<file path="src/hdl/btt_pkg.sv">
// Package for the bearing unit: formats, constants, angle table and the stage data type.
package btt_pkg;

  // Coordinate width taken from the input ports, and CORDIC depth
  localparam int COORD_WIDTH     = 16;
  localparam int CORDIC_STAGES   = 14;

  // Derived formats
  localparam int PRESCALE        = 56 - COORD_WIDTH;
  localparam int DIFF_W          = COORD_WIDTH + 1;
  localparam int DW              = DIFF_W + PRESCALE + 3;
  localparam int ZW              = 33;
  localparam int QW              = 34;
  localparam int RW              = QW + 1 - 17;
  localparam int ANGLE_TABLE_LEN = 24;
  localparam int IDX_W           = $clog2(ANGLE_TABLE_LEN);

  // Output angles, Q3.13
  localparam logic [15:0] PI_BY_2       = 16'd12868;
  localparam logic [15:0] THREE_PI_BY_2 = 16'd38604;
  localparam logic [15:0] PI            = 16'd25736;
  localparam logic [15:0] TWO_PI        = 16'd51472;

  // Angles in Q30
  localparam logic signed [ZW-1:0] PI_BY_2_Q30 = ZW'(64'sd1686629713);
  localparam logic [QW-1:0]        PI_Q30      = QW'(64'd3373259426);
  localparam logic [QW-1:0]        TWO_PI_Q30  = QW'(64'd6746518852);
  localparam logic [QW-1:0]        HALF_LSB    = QW'(64'd65536);

  // Data handed from cell to cell
  typedef struct packed {
    logic signed [DW-1:0] x;
    logic signed [DW-1:0] y;
    logic signed [ZW-1:0] z;
    logic                 dx_zero;
    logic                 dx_neg;
    logic                 dy_neg;
    logic                 dy_pos;
  } btt_vec_t;

  // atan(2^-i) in Q30, rounded to nearest
  function automatic logic signed [ZW-1:0] atan_q30(input logic [IDX_W-1:0] idx);
    logic signed [ZW-1:0] v;
    case (idx)
      5'd0:    v = ZW'(64'sd843314857);
      5'd1:    v = ZW'(64'sd497837829);
      5'd2:    v = ZW'(64'sd263043837);
      5'd3:    v = ZW'(64'sd133525159);
      5'd4:    v = ZW'(64'sd67021687);
      5'd5:    v = ZW'(64'sd33543516);
      5'd6:    v = ZW'(64'sd16775851);
      5'd7:    v = ZW'(64'sd8388437);
      5'd8:    v = ZW'(64'sd4194283);
      5'd9:    v = ZW'(64'sd2097149);
      5'd10:   v = ZW'(64'sd1048576);
      5'd11:   v = ZW'(64'sd524288);
      5'd12:   v = ZW'(64'sd262144);
      5'd13:   v = ZW'(64'sd131072);
      5'd14:   v = ZW'(64'sd65536);
      5'd15:   v = ZW'(64'sd32768);
      5'd16:   v = ZW'(64'sd16384);
      5'd17:   v = ZW'(64'sd8192);
      5'd18:   v = ZW'(64'sd4096);
      5'd19:   v = ZW'(64'sd2048);
      5'd20:   v = ZW'(64'sd1024);
      5'd21:   v = ZW'(64'sd512);
      5'd22:   v = ZW'(64'sd256);
      5'd23:   v = ZW'(64'sd128);
      default: v = '0;
    endcase
    return v;
  endfunction

endpackage

</file>
<file path="src/hdl/btt_prep.sv">
// Entry stage: coordinate differences, magnitudes, quadrant flags and prescale.
module btt_prep (
  input  logic                                clk,
  input  logic                                rst_n,
  input  logic                                up_valid,
  output logic                                up_ready,
  input  logic signed [15:0]                  self_x,
  input  logic signed [15:0]                  self_y,
  input  logic signed [15:0]                  target_x,
  input  logic signed [15:0]                  target_y,
  output logic                                dn_valid,
  input  logic                                dn_ready,
  output btt_pkg::btt_vec_t                   dn_vec
);
  import btt_pkg::*;

  logic signed [COORD_WIDTH-1:0] sx, sy, tx, ty;
  logic signed [DIFF_W-1:0]      dx, dy;
  logic [DIFF_W-1:0]             ax, ay;
  logic                          valid_r;
  btt_vec_t                      vec_r, vec_nxt;

  // Bits above the coordinate width are dropped, narrower ports sign-extend
  assign sx = COORD_WIDTH'(self_x);
  assign sy = COORD_WIDTH'(self_y);
  assign tx = COORD_WIDTH'(target_x);
  assign ty = COORD_WIDTH'(target_y);

  assign dx = DIFF_W'(tx) - DIFF_W'(sx);
  assign dy = DIFF_W'(ty) - DIFF_W'(sy);
  assign ax = dx[DIFF_W-1] ? DIFF_W'(-dx) : DIFF_W'(dx);
  assign ay = dy[DIFF_W-1] ? DIFF_W'(-dy) : DIFF_W'(dy);

  // Scaled first-quadrant vector and flags for the final correction
  always_comb begin
    vec_nxt.x       = {{(DW-DIFF_W-PRESCALE){1'b0}}, ax, {PRESCALE{1'b0}}};
    vec_nxt.y       = {{(DW-DIFF_W-PRESCALE){1'b0}}, ay, {PRESCALE{1'b0}}};
    vec_nxt.z       = '0;
    vec_nxt.dx_zero = (dx == '0);
    vec_nxt.dx_neg  = dx[DIFF_W-1];
    vec_nxt.dy_neg  = dy[DIFF_W-1];
    vec_nxt.dy_pos  = !dy[DIFF_W-1] && (dy != '0);
  end

  assign up_ready = !valid_r || dn_ready;

  always_ff @(posedge clk) begin
    if (!rst_n) begin
      valid_r <= 1'b0;
    end else if (up_ready) begin
      valid_r <= up_valid;
    end
  end

  always_ff @(posedge clk) begin
    if (up_ready && up_valid) begin
      vec_r <= vec_nxt;
    end
  end

  assign dn_valid = valid_r;
  assign dn_vec   = vec_r;

endmodule

</file>
<file path="config.mk">
export PLATFORM = sky130hd
export DESIGN_NAME = btt_prep
export DESIGN_NICKNAME = d
export VERILOG_FILES = /design/src/hdl/btt_pkg.sv /design/src/hdl/btt_prep.sv
export SDC_FILE = /design/constraint.sdc
export NUM_CORES = 1
export LEC_CHECK = 0
export ABC_AREA = 1
export BUFFER_PORTS_ARGS = -buffer_cell sky130_fd_sc_hd__buf_2
export CAP_MARGIN = 20
export CORE_MARGIN = 8
export CORE_UTILIZATION = 45
export DETAILED_ROUTE_END_ITERATION = 7
export GPL_TIMING_DRIVEN = 0
export PLACE_DENSITY = 0.79
export SETUP_SLACK_MARGIN = 0.05
export SLEW_MARGIN = 15
export SYNTH_ARGS = -nofsm -noshare
export SYNTH_HDL_FRONTEND = slang
export SYNTH_SLANG_ARGS = --single-unit
</file>
<file path="constraint.sdc">
create_clock -name clk -period 2.9 [get_ports clk]
set_input_delay 0.58 -clock clk [delete_from_list [all_inputs] [get_ports clk]]
set_output_delay 0.58 -clock clk [all_outputs]
set_load 0.005 [all_outputs]
</file>
==> metrics <==
status finished, final reports clean; relative slew slack 49.18%; Synth Register Bits 39; Placed Area 6455 um2; initial core utilization 46.06%; power consumption 2.593 mW; mux cell area share after synthesis 0%; CTS sink cnt 39; Final WS setup 0.1303 ns; Power Dens Cells 385.1 nW/um2; final max-slew violation count 0; Die Area 15400 um2; first-pass GRT wire length 19.20 mm; Crit path max-delay family adder cells; Post-Route WL 12.39 mm; initial antenna violation count 0; share of cells above drive strength 1 28.90%; ranking of synthesized cells by area edfxtp_1 22%, buf_4 17%, nand2_1 17%; P&R area growth vs syn 28.05%; ant diodes 0; Critical R2R Capture dn_vec[153]; Reg2Reg Launch Point dn_valid; via/cell ratio 4.196; critical path arrival 2.80 ns; Hold Crit Class reg2reg; pre-CTS WS -0.2696 ns; die height 124.1 um; routability cong. 0.8607; Core Region 11420 um2; Synth warnings 0; Final Hold Fails 0; largest family of logic cells by synthesized area simple AND/OR/NAND/NOR gates; Mean Syn Cell Area 6.573 um2; io pins 227; RSZ-0062 raised after global routing true; Post-DRT Antenna Nets 0; worst-skew pair later-pin latency 0.28 ns; HP Start dn_valid; Worst EP required 2.93 ns; crit start category input port; Gate Count Post-Synth 800; most common cell after layout, fill and taps aside nand2_1; flop2flop setup slack 1.40 ns; crit path time final 2.770 ns; FMAX 361.0 MHz; vias in the first global route 4465; Synth area leader edfxtp_1; cells along the critical path buf_2, ha_2, fa_2, ha_1, inv_1, nor2_1, nand3_1, nor2_2, nand3_2, nor2_4, nand3_2, nor2_1, nand2_1, ha_1, nor2_1; cell row count 39; commonest non-fill, non-tap cells in the layout 239 x nand2_1, 139 x inv_1, 126 x buf_4; Buf/Inv on CP 2; most used cell, CP nor2_1; drt drc 0; Reg2Reg Depth 2; CP endpoint kind flop; Finished Core Util 58.97%; routed via count 4956; Min-Delay Endpoint dn_valid; CTS tree built; Post-Synth Adder-Cell Area 9.327%; die width 124.1 um; # nets final 1143; synthesized-area fraction occupied by xor and xnor cells 3.498%; Worst Tran Pin Value 0.7606 ns; area fraction in compound gates after synthesis 4.164%; Setup violations, final 0; clock skew 0.004206 ns; worst-path maximum fanout 3; drt wl/cell 10.49 um; Mapped Area 5259 um2; Remaining Overflow, GRT 0; worst hold stages 2; post-DP HPWL 10.95 mm; IO buf count 107; largest net degree at the start of global routing 22; Max IR drop VDD 397.3 uV; DR pass1 iterations 5; Setup CP Type in2reg; sequential area share after synthesis 22.08%; CP max stage delay 0.55 ns; clock root cell clkbuf_16; GRT Util Overall 15.15%; # fillers 1119; Cell variety after synth 31; max cap viols 0; Hold-fix buffers, CTS 0; clock transition at the registers of the reported paths 0.06 ns; Design Area, Final 6734 um2; H-tree Lvls 2; 1st-iter DRT viols 232; clk buf depth 2; CTS Buf Count 5; crit share post-route 95.51%; slowest CP cell fa_2; share of the synthesized area in the top cell type 21.70%; Lkg Pwr 4.092 nW; Post-Synth Simple-Gate Area 32.60%
[synthesized netlist by cell type]
cell type  count
nand2_1      243
nand4_1        7
and2_1         4
o31a_1         2
ha_1          36
inv_1        142
xnor2_1        7
nand3b_1       5
buf_6          3
a21oi_4        1
buf_4        122
fa_1           2
xor2_1        14
o21ai_1        1
o211ai_1       1
o21ai_2        5
dfxtp_1        1
a21boi_0       2
edfxtp_1      38
o21ai_0        3
inv_2          1
a21oi_2        1
conb_1         1
nor2_2         2
nor3_2         1
nor3_1         4
nand2_2       19
nand3_1       60
nand3_2        5
nor2_1        49
a21oi_1       18
[where the power goes]
group	switching [mW]	internal (mW)	total [mW]
sequential	0.0301	0.756	0.786
combinational	0.691	0.514	1.20
clock	0.201	0.401	0.602
total	0.922	1.67	2.59
[layout make-up]
class                           count  area (um2)  area share, %
Buffer                            125       949.7          14.10
Clock buffer                        5       125.1          1.858
Clock inverter                      3       38.79         0.5760
Inverter                          143       536.8          7.971
Multi-Input combinational cell    611        3151          46.79
Sequential cell                    39        1161          17.24
Tap cell                          143       178.9          2.657
Timing Repair Buffer              112       593.1          8.807
[routing by layer]
metal | vias to the layer above | share of wire (%) | GRT usage [%]
met3 | 2 | 11 | 5.394
met2 | 179 | 46 | 25.48
met4 | 0 | 0.27 | 2.379
li1 | 2706 | - | -
met1 | 2069 | 43 | 18.55
met5 | - | 0 | 0
[cell families after synthesis]
| kind of cell | after synthesis |
|---|---|
| AO/OA/AOI/OAI | 34 |
| XOR/XNOR | 21 |
| adder cells (fa/ha/maj) | 38 |
| buffers and inverters | 268 |
| flip-flops | 39 |
| other | 1 |
| AND/OR/NAND/NOR | 399 |
[timing repair]
item	CTS	global route
hold endpoints to repair	0	0
pin swaps	0	11
buffers inserted	0	4
resized for setup	3	22
endpoints found under the setup margin	1	3
[how the worst max path moves through the flow]
stage,from,to,slack [ns],cells after the start
after floorplan,target_x[0],dn_vec[153],0.10,15
after CTS,target_x[0],dn_vec[153],0.06,16
after global routing,target_y[0],dn_vec[93],0.002,16
after detailed placement,target_x[0],dn_vec[153],-0.27,18
final,self_y[0],dn_vec[93],0.13,15
after global placement,target_x[0],dn_vec[153],-0.21,18
[registers in the layout, indices dropped and copies added, names as in the netlist]
signal    count
dn_valid      1
dn_vec       38
[metrics by stage]
| stage | hold slack [ns] | setup TNS, ns | instances |
|---|---|---|---|
| 6_report | 0.5496 | 0 | 1181 |
| 5_1_grt | 0.5552 | 0 | 1181 |
| 4_1_cts | 0.5572 | 0 | 1177 |
| 3_5_place_dp | 0.5516 | -0.5785 | 1169 |
| 3_3_place_gp | 0.5090 | -0.4440 | 1168 |
| 2_1_floorplan | 0.5358 | 0 | 918 |
[worst register-to-register path, cell delays in order, from the launching register on]
cell	delay [ns]
dfxtp_1	0.34
a21oi_4	0.63
buf_16	0.24
Power figures use the tool's default switching activity.
