--- config.mk ---
export PLATFORM = sky130hd
export DESIGN_NAME = btt_final
export DESIGN_NICKNAME = d
export VERILOG_FILES = /design/src/hdl/btt_pkg.sv /design/src/hdl/btt_final.sv
export SDC_FILE = /design/constraint.sdc
export NUM_CORES = 1
export LEC_CHECK = 0
export BUFFER_PORTS_ARGS = -buffer_cell sky130_fd_sc_hd__buf_2
export CORE_MARGIN = 1.5
export CORE_UTILIZATION = 44
export DETAILED_ROUTE_END_ITERATION = 8
export PLACE_DENSITY = 0.76
export SLEW_MARGIN = 20
export SYNTH_ARGS = -nofsm -noshare
export SYNTH_HDL_FRONTEND = slang
export SYNTH_SLANG_ARGS = --single-unit
--- constraint.sdc ---
create_clock -name clk -period 5.3 [get_ports clk]
set_clock_uncertainty 0.1 [all_clocks]
set_input_delay 1.325 -clock clk [delete_from_list [all_inputs] [get_ports clk]]
set_output_delay 1.325 -clock clk [all_outputs]
set_load 0.02 [all_outputs]
--- src/hdl/btt_pkg.sv ---
// Package for the bearing unit: formats, constants, angle table and the stage data type.
package btt_pkg;

  // Coordinate width taken from the input ports, and CORDIC depth
  localparam int COORD_WIDTH     = 16;
  localparam int CORDIC_STAGES   = 14;

  // Derived formats
  localparam int PRESCALE        = 56 - COORD_WIDTH;
  localparam int DIFF_W          = COORD_WIDTH + 1;
  localparam int DW              = DIFF_W + PRESCALE + 3;
  localparam int ZW              = 33;
  localparam int QW              = 34;
  localparam int RW              = QW + 1 - 17;
  localparam int ANGLE_TABLE_LEN = 24;
  localparam int IDX_W           = $clog2(ANGLE_TABLE_LEN);

  // Output angles, Q3.13
  localparam logic [15:0] PI_BY_2       = 16'd12868;
  localparam logic [15:0] THREE_PI_BY_2 = 16'd38604;
  localparam logic [15:0] PI            = 16'd25736;
  localparam logic [15:0] TWO_PI        = 16'd51472;

  // Angles in Q30
  localparam logic signed [ZW-1:0] PI_BY_2_Q30 = ZW'(64'sd1686629713);
  localparam logic [QW-1:0]        PI_Q30      = QW'(64'd3373259426);
  localparam logic [QW-1:0]        TWO_PI_Q30  = QW'(64'd6746518852);
  localparam logic [QW-1:0]        HALF_LSB    = QW'(64'd65536);

  // Data handed from cell to cell
  typedef struct packed {
    logic signed [DW-1:0] x;
    logic signed [DW-1:0] y;
    logic signed [ZW-1:0] z;
    logic                 dx_zero;
    logic                 dx_neg;
    logic                 dy_neg;
    logic                 dy_pos;
  } btt_vec_t;

  // atan(2^-i) in Q30, rounded to nearest
  function automatic logic signed [ZW-1:0] atan_q30(input logic [IDX_W-1:0] idx);
    logic signed [ZW-1:0] v;
    case (idx)
      5'd0:    v = ZW'(64'sd843314857);
      5'd1:    v = ZW'(64'sd497837829);
      5'd2:    v = ZW'(64'sd263043837);
      5'd3:    v = ZW'(64'sd133525159);
      5'd4:    v = ZW'(64'sd67021687);
      5'd5:    v = ZW'(64'sd33543516);
      5'd6:    v = ZW'(64'sd16775851);
      5'd7:    v = ZW'(64'sd8388437);
      5'd8:    v = ZW'(64'sd4194283);
      5'd9:    v = ZW'(64'sd2097149);
      5'd10:   v = ZW'(64'sd1048576);
      5'd11:   v = ZW'(64'sd524288);
      5'd12:   v = ZW'(64'sd262144);
      5'd13:   v = ZW'(64'sd131072);
      5'd14:   v = ZW'(64'sd65536);
      5'd15:   v = ZW'(64'sd32768);
      5'd16:   v = ZW'(64'sd16384);
      5'd17:   v = ZW'(64'sd8192);
      5'd18:   v = ZW'(64'sd4096);
      5'd19:   v = ZW'(64'sd2048);
      5'd20:   v = ZW'(64'sd1024);
      5'd21:   v = ZW'(64'sd512);
      5'd22:   v = ZW'(64'sd256);
      5'd23:   v = ZW'(64'sd128);
      default: v = '0;
    endcase
    return v;
  endfunction

endpackage

--- src/hdl/btt_final.sv ---
// Exit stage: angle clamp, quadrant correction, rounding to Q3.13 and output register.
module btt_final (
  input  logic               clk,
  input  logic               rst_n,
  input  logic               up_valid,
  output logic               up_ready,
  input  btt_pkg::btt_vec_t  up_vec,
  output logic               dn_valid,
  input  logic               dn_stall,
  output logic [15:0]        bearing
);
  import btt_pkg::*;

  logic signed [ZW-1:0] zc;
  logic [QW-1:0]        a, q;
  logic [QW:0]          sum;
  logic [RW-1:0]        rnd;
  logic [15:0]          bearing_nxt, bearing_r;
  logic                 valid_r;

  // Clamp first-quadrant angle to [0, pi/2]
  always_comb begin
    if (up_vec.z[ZW-1]) begin
      zc = '0;
    end else if (up_vec.z > PI_BY_2_Q30) begin
      zc = PI_BY_2_Q30;
    end else begin
      zc = up_vec.z;
    end
  end

  assign a = QW'($unsigned(zc));

  // Quadrant correction
  always_comb begin
    if (!up_vec.dx_neg) begin
      q = up_vec.dy_neg ? (TWO_PI_Q30 - a) : a;
    end else begin
      q = up_vec.dy_neg ? (PI_Q30 + a) : (PI_Q30 - a);
    end
  end

  // Round Q30 to Q3.13, wrap full circle; vertical case takes priority
  assign sum = {1'b0, q} + {1'b0, HALF_LSB};
  assign rnd = sum[QW:17];

  always_comb begin
    if (up_vec.dx_zero) begin
      bearing_nxt = up_vec.dy_pos ? PI_BY_2 : THREE_PI_BY_2;
    end else if (rnd >= RW'(TWO_PI)) begin
      bearing_nxt = '0;
    end else begin
      bearing_nxt = rnd[15:0];
    end
  end

  assign up_ready = !valid_r || !dn_stall;

  always_ff @(posedge clk) begin
    if (!rst_n) begin
      valid_r <= 1'b0;
    end else if (up_ready) begin
      valid_r <= up_valid;
    end
  end

  always_ff @(posedge clk) begin
    if (up_ready && up_valid) begin
      bearing_r <= bearing_nxt;
    end
  end

  assign dn_valid = valid_r;
  assign bearing  = bearing_r;

endmodule

==> flow_summary.yaml, run 1 <==
clock_tree:
  cts_num_sinks: 17
  clock_latency_ps: 260
  cts_tree: "built"
  clk_path_buf_depth: 2
  h-tree-depth: 1
  clockRootBuffer: "clkbuf_8"
  cts.clk_slew.worst_paths_ps: 80
  cts_buffers: 3
setup_path:
  cp.required_ps: 5280
  path_class: "in2reg"
  arrival_ps: 5990
  r2r_cells: 2
  startpoint_type: "input port"
  cp_max_fo: 5
  endpoint_kind: "flip-flop"
synthesis:
  synth.area.top_cells: "edfxtp_1 13%, nor2_1 6.1%, nor3_1 4.7%, nand2_1 4.7%, o21ai_0 4.3%"
  synth_cell_types: 87
  yosys.area.top_type: "edfxtp_1"
  synth-compound-area-share: 0.372
  avgSynthCellArea_um2: 6.79
  synth.area.mux_share: 0.00294
  ys_warn_count: 0
  synth_fa_ha_area_frac: 0.00327
  syn_area_um2: 3830
  synth_edf_count: 16
  ys_ff_latch: 17
  syn_nets: 726
  yosysTopAreaCellShare: 0.126
  synthArstFlopShare: 0
  synth_top_family_by_area: "simple AND/OR/NAND/NOR gates"
  yosys.area_share.simple: 0.400
  synth_top_flop_cell: "edfxtp_1"
  ys_seq_area_frac: 0.131
  synth_cells: 564
  synth_xor_area_frac: 0.0389
timing:
  tns_ps: -8190
  final_hold_viol_count: 0
  period_needed_ps: 6010
  worstMarginPinSlew_ps: 751
  fin_crit_sh: 1.13
  max_freq_ghz: 0.166
  relSlewSlack: 0.498
  grt_setup_unrepaired: "yes"
  final_max_slew_viol_count: 0
  setup_viol: 15
  setup_ws_ps: -712
detailed_routing:
  ant_nets: 0
  vias: 6196
  drt_wl_total_um: 21000
  first_pass_iters: 6
  wl_per_cell_um: 23.5
  drc: 0
  drt_iter0_markers: 919
  via_per_inst: 6.92
min_path:
  hold_path_class: "reg2reg"
  whs_path_depth: 2
global_routing:
  use_met1: 0.538
  grt_max_degree: 17
  grt_first_pass_wirelength_um: 30800
  antenna_found_initial: 0
  first_global_vias: 5873
  grt-ovfl-total: 0
  grtUsageTotal: 0.436
  use_met2: 0.680
  use_met3: 0.140
  busiest_layer: "met2"
pwr:
  vdd_drop_max_v: 0.000117
  leakagePower_nw: 2.49
  power_density_nw_per_um2: 128
place:
  portBuffers: 58
  gp_congestion: 1.11
  placed_area_um2: 5590
  hpwl_um: 15100
  post-place-ws_ps: -831
floorplanning:
  die_area_um2: 9270
  die_x_um: 96.3
  num_rows: 33
  start_util: 0.459
  coreArea_um2: 8340
  dieHeight_um: 96.3
  ios: 179
status:
  violations: "setup timing"
  status: "complete, but fails checks"
final_layout:
  layout_commonest_cell: "buf_4"
  final_cell_mix: "195 x buf_4, 56 x buf_2, 55 x nor2_1"
  fin_area_um2: 6040
  area_growth_pct: 57.9
  drive_gt1_frac: 0.431
  final_util: 0.725
  n_antenna_cell: 0
  num-nets-final: 954
run:
  maxCapViolCount: 0
-- cells in the mapped netlist, drive strengths merged (4+ instances only) --
master   instances
or4              4
a31oi           12
a2111oi          4
nor2            63
nand3           25
a21o             4
and4             5
nor3b            4
nand4b           5
o31ai           10
nor4            12
nand2b           9
a211oi           7
xor2             9
o311ai           7
o2111ai          5
a21oi           26
nand4           17
inv             13
a31o             5
o211a            4
o22ai            8
o211ai          11
o21ai           35
nor2b            7
nor3            38
and2             6
edfxtp          16
o41ai            4
a211o            6
o21a            10
and3            10
xnor2            8
or2              5
clkbuf          38
nand2           49
or3             10
-- flip-flops by register name (all words and copies together) (netlist names) --
register	flops
bearing	16
dn_valid	1
-- report_power, final --
part | internal [mW] | switching [mW] | leakage (nW)
registers | 0.162 | 0.00318 | 0.164
logic | 0.214 | 0.295 | 2.30
clock network | 0.0522 | 0.0485 | 0.0255
total | 0.428 | 0.346 | 2.49
-- path summary, 6_finish.rpt --
check        slack (ps)       start         end
max                -710  up_vec[13]  bearing[1]
max reg2reg        3790    dn_valid  bearing[5]
min reg2reg         510    dn_valid    dn_valid
min                 510    dn_valid    dn_valid
-- repair_timing --
| action | 4_1_cts | 5_1_grt |
|---|---|---|
| resized for setup | 31 | 42 |
| endpoints found under the setup margin | 16 | 16 |
| setup buffers | 7 | 4 |
| hold buffers | 0 | 0 |
| pin swaps | 12 | 12 |
-- routing by layer --
| metal | vias up | wire length, um |
|---|---|---|
| met5 | - | 0 |
| met4 | 0 | 1370 |
| met3 | 137 | 2830 |
| met2 | 566 | 8930 |
| met1 | 2810 | 7880 |
| li1 | 2683 | - |
-- cell type report --
type / count / area (um^2)
clock inverter: 1 / 5.00
multi-input combinational: 494 / 3440
tap: 105 / 131
sequential: 17 / 500
timing repair buffer: 262 / 1880
fill: 694 / 2300
inverter: 14 / 52.6
clock buffer: 3 / 41.3
-- worst max-delay path: stages --
cell and delay [ps]:
buf_6 90, or4b_4 510, or4_4 430, or3_4 360
buf_6 150, o21ai_2 110, buf_4 180, a31o_2 160
a211oi_1 120, xor2_1 310, ha_1 280, buf_4 180
nand3_4 100, nor3_1 340, xor2_1 180, a21oi_1 250
o221ai_2 190, a221o_1 450, nor3b_2 260
-- logic make-up after synthesis --
family                     count (synthesis)
DFF                                       17
buffers and inverters                     53
adders and majority gates                  1
xor gates and xnor gates                  17
and+or+nand+nor                          282
AOI/OAI and AO/OA                        193
muxes                                      1
-- through the flow --
step,hold slack [ps],total power [mW],std cells
after global routing,558,0.801,896
final,512,0.775,896
after CTS,430,0.711,894
after detailed placement,416,0.597,883
after floorplan,498,0.381,564
after global placement,409,0.583,883
(Power assumes the default switching activity.)
==> inputs of run 2 (changes only) <==
--- a/config.mk
+++ b/config.mk
@@ -10,6 +10,7 @@
 export CORE_UTILIZATION = 44
 export DETAILED_ROUTE_END_ITERATION = 8
 export PLACE_DENSITY = 0.76
+export SKIP_CTS_REPAIR_TIMING = 1
 export SLEW_MARGIN = 20
 export SYNTH_ARGS = -nofsm -noshare
 export SYNTH_HDL_FRONTEND = slang
==> constraint.sdc (replaced) <==
create_clock -name clk -period 5.3 [get_ports clk]
set_clock_uncertainty 0.1 [all_clocks]
set_input_delay 0.265 -clock clk [delete_from_list [all_inputs] [get_ports clk]]
set_output_delay 0.265 -clock clk [all_outputs]
set_load 0.02 [all_outputs]
==> run 2 against run 1 <==
Largest cell class unchanged. Non-clock buffer count decreased by 173. Via count decreased by 16%. The run now ends clean. First-iteration DRC count decreased by 2.7%.
==> flow_summary.yaml, run 2 (synthesized netlist as in run 1, its figures left out) <==
detailed_routing:
  top_layer_used: "met4"
  ant_nets: 0
  wl_per_cell_um: 20.1
  wirelength_met1_um: 5460
  drc: 0
  met2_length_um: 6350
  first_pass_iters: 6
  drt_iter0_markers: 894
  vias: 5177
  drt_wl_total_um: 14500
  route.met3.wl_um: 1950
  via_per_inst: 7.16
final_layout:
  fin_area_um2: 4390
  n_antenna_cell: 0
  n_fill_cell: 864
  layout_commonest_cell: "nor2_1"
  area_growth_pct: 14.6
  final_cell_mix: "62 x nor2_1, 58 x buf_2, 48 x nand2_1"
  largest_reg_flops: 16
  multi_input_area_um2: 3130
  instances_no_fill: 723
  seqCellArea_um2: 500
  num-nets-final: 781
  final_util: 0.526
  drive_gt1_frac: 0.201
place:
  hpwl_um: 11300
  portBuffers: 58
  gp_congestion: 1.06
  placed_cells: 719
  placed_area_um2: 4330
  post-place-ws_ps: 110
setup_path:
  startpoint_type: "input port"
  arrival_ps: 4830
  cp.required_ps: 5200
  cp_max_fo: 15
  endpoint_kind: "flip-flop"
  path_class: "in2reg"
global_routing:
  antenna_found_initial: 0
  grt_max_degree: 26
  grtUsageTotal: 0.318
  grt_first_pass_wirelength_um: 23300
  grt-ovfl-total: 0
  first_global_vias: 4687
clock_tree:
  clk_path_buf_depth: 2
  h-tree-depth: 1
  clock_latency_ps: 260
  cts_num_sinks: 17
  cts_tree: "built"
  clockRootBuffer: "clkbuf_8"
  cts_buffers: 3
  cts.clk_slew.worst_paths_ps: 70
run:
  maxCapViolCount: 0
timing:
  relSlewSlack: 0.517
  worstMarginPinSlew_ps: 722
  hold-worst-slack_ps: 126
  final_max_slew_viol_count: 0
  final_hold_viol_count: 0
  fin_crit_sh: 0.929
  max_freq_ghz: 0.203
  grt_setup_unrepaired: "no"
  setup_ws_ps: 378
  tns_ps: 0
  setup_viol: 0
  period_needed_ps: 4920
pwr:
  power_density_nw_per_um2: 135
  total_power_mw: 0.593
  vdd_drop_max_v: 0.0000770
  leakagePower_nw: 1.55
floorplanning:
  coreArea_um2: 8340
  dieHeight_um: 96.3
  die_x_um: 96.3
  num_rows: 33
  start_util: 0.459
  die_area_um2: 9270
  ios: 179
status:
  status: "finished, final reports clean"
min_path:
  hold_path_class: "in2reg"
==> run 2: cell types whose count changed in the layout (fill, tap and decap cells not counted), moves of 4 or more <==
cell	previous run	this run
nor2_1	55	62
nor2_4	4	0
buf_6	10	0
or3_4	4	0
nor4_1	7	11
buf_4	195	31
or3_1	6	10
==> run 2: critical path, stage by stage <==
cell,delay (ps)
buf_2,130
or4b_1,480
or4_1,470
or3_1,380
buf_4,180
a21boi_1,180
buf_4,250
o311ai_1,600
nand4_1,160
a41oi_1,290
nand3_1,200
nor3_1,400
xnor2_1,190
nor4_1,290
a21oi_1,150
and3_1,210
==> run 2: path summary, 6_finish.rpt <==
| kind | start | cells past startpoint | slack (ps) | endpoint |
|---|---|---|---|---|
| setup reg to reg | dn_valid | 2 | 3850 | bearing[0] |
| setup / recovery | up_vec[7] | 16 | 380 | bearing[3] |
| hold reg to reg | dn_valid | 2 | 440 | dn_valid |
| hold / removal | rst_n | 2 | 130 | dn_valid |
==> run 2: cell type report <==
cell class / count / share of cell area
clock inverters: 1 / 0.00114
multi-input cells: 494 / 0.714
clock buffers: 3 / 0.00942
well taps: 105 / 0.0300
repair buffers: 89 / 0.119
inverters: 14 / 0.0120
flip-flops and latches: 17 / 0.114
==> run 2: power by group <==
group          total (mW)  switching, mW  leakage, nW  internal (mW)
clock network      0.0960         0.0439       0.0255         0.0522
logic               0.332          0.217         1.36          0.116
registers           0.165        0.00258        0.164          0.162
==> run 2: routing by layer <==
layer  vias up  GRT usage
met5         -          0
met4         0      0.156
met3       106     0.0387
met2       466      0.514
met1      2275      0.415
li1       2330          -
==> inputs of run 3 (changes only) <==
--- a/config.mk
+++ b/config.mk
@@ -9,6 +9,7 @@
 export CORE_MARGIN = 1.5
 export CORE_UTILIZATION = 44
 export DETAILED_ROUTE_END_ITERATION = 8
+export MAX_ROUTING_LAYER = met4
 export PLACE_DENSITY = 0.76
 export SKIP_CTS_REPAIR_TIMING = 1
 export SLEW_MARGIN = 20
==> run 3 against run 2 <==
Clock power grew 2%. Die area is the same. Critical endpoint unchanged. Highest routed layer unchanged. First-iteration DRC count shrank 4.0%. Sequential share of layout area is essentially flat. Non-clock buffer count is the same. Combinational power is essentially flat. Count of clock-buffer cells in the layout grew 1. Global-route usage grew 1.0 points. Via count shrank 0.77%. Critical path type unchanged. Wire length shrank 0.60%. Fmax shrank 1.3%. Setup slack lost 64 ps.
==> flow_summary.yaml, run 3 (synthesized netlist as in run 1, its figures left out) <==
setup_path:
  arrival_ps: 4910
  endpoint_kind: "flip-flop"
  path_class: "in2reg"
  crit_start: "up_vec[7]"
  startpoint_type: "input port"
  cp.required_ps: 5220
  worstReg2RegStart: "dn_valid"
  cp_max_fo: 7
timing:
  final_hold_viol_count: 0
  setup_ws_ps: 314
  tns_ps: 0
  worstMarginPinSlew_ps: 692
  setup_viol: 0
  period_needed_ps: 4990
  fin_crit_sh: 0.941
  grt_setup_unrepaired: "no"
  max_freq_ghz: 0.201
  final_max_slew_viol_count: 0
  relSlewSlack: 0.537
final_layout:
  layout_commonest_cell: "nor2_1"
  num-nets-final: 781
  n_antenna_cell: 0
  area_growth_pct: 14.4
  final_cell_mix: "62 x nor2_1, 58 x buf_2, 48 x nand2_1"
  n_fill_cell: 848
  largest_reg_flops: 16
  drive_gt1_frac: 0.197
place:
  post-place-ws_ps: 173
  portBuffers: 58
  hpwl_um: 11200
  gp_congestion: 1.04
clock_tree:
  clockRootBuffer: "clkbuf_8"
  cts_buffers: 3
  clock_latency_ps: 260
  cts.clk_slew.worst_paths_ps: 60
  cts_num_sinks: 17
  cts_tree: "built"
  clk_path_buf_depth: 2
  h-tree-depth: 1
global_routing:
  grt_first_pass_wirelength_um: 23100
  grt-ovfl-total: 0
  antenna_found_initial: 0
  grt_max_degree: 26
  first_global_vias: 4606
  grtUsageTotal: 0.329
detailed_routing:
  vias: 5137
  wl_per_cell_um: 20.0
  first_pass_iters: 5
  via_per_inst: 7.11
  drt_iter0_markers: 858
  drt_wl_total_um: 14500
  drc: 0
  ant_nets: 0
floorplanning:
  die_x_um: 96.3
  start_util: 0.459
  coreArea_um2: 8340
  num_rows: 33
  dieHeight_um: 96.3
  ios: 179
  die_area_um2: 9270
pwr:
  power_density_nw_per_um2: 136
  vdd_drop_max_v: 0.0000569
  leakagePower_nw: 1.54
run:
  maxCapViolCount: 0
status:
  status: "finished, final reports clean"
min_path:
  min_from: "rst_n"
  hold_path_class: "in2reg"
[run 3: changes by cell type in the layout (fill, tap and decap cells not counted)]
cell | before | now
nor3_1 | 35 | 36
clkbuf_1 | 0 | 1
nor3_2 | 3 | 2
clkinv_2 | 1 | 0
[run 3: worst paths after layout]
path / cells past startpoint / to / slack (ps)
worst min register to register: 2 / dn_valid / 430
worst max register to register: 2 / bearing[7] / 3880
worst max-delay path: 16 / bearing[3] / 310
worst min-delay path: 2 / dn_valid / 130
[run 3: per-layer routing]
layer,wire length (um),GRT usage,up-vias,share of wire
met1,5670,0.414,2298,0.39
met5,0,-,-,0
met3,1730,0.0450,71,0.12
met2,6400,0.510,432,0.44
li1,-,-,2336,-
met4,663,0.168,0,0.046
[run 3: cell type report]
class	count	area [um^2]	area share
tap	105	131	0.0300
clock buffer	4	45.0	0.0103
sequential	17	500	0.114
multi-input combinational	494	3130	0.714
inverter	14	52.6	0.0120
timing repair buffer	89	523	0.119
[run 3: through the flow]
step,hold WS [ps],area (um^2),power (mW),util,cells
after floorplan,293,3830,0.379,-,564
after global placement,385,4330,0.480,0.520,719
after detailed placement,392,4330,0.487,0.520,719
after CTS,131,4380,0.584,0.525,723
after global routing,134,4380,0.632,0.525,723
final,126,4380,0.593,0.525,723
[run 3: where the power goes]
group	switching, mW	internal [mW]
Combinational	0.215	0.116
Clock	0.0442	0.0535
Sequential	0.00270	0.162
Total	0.262	0.331
[run 3: critical path, cell delays in order]
cell and delay [ps]:
buf_2 140, or4b_1 490, or4_1 460, or3_1 370, buf_4 180, o21ai_1 220
nand3_1 160, o31a_1 300, o311ai_1 380, nand3_1 260, nor3_1 500, nand4_2 230
mux2_2 330, nor4_1 230, a21oi_1 160, and3_1 210
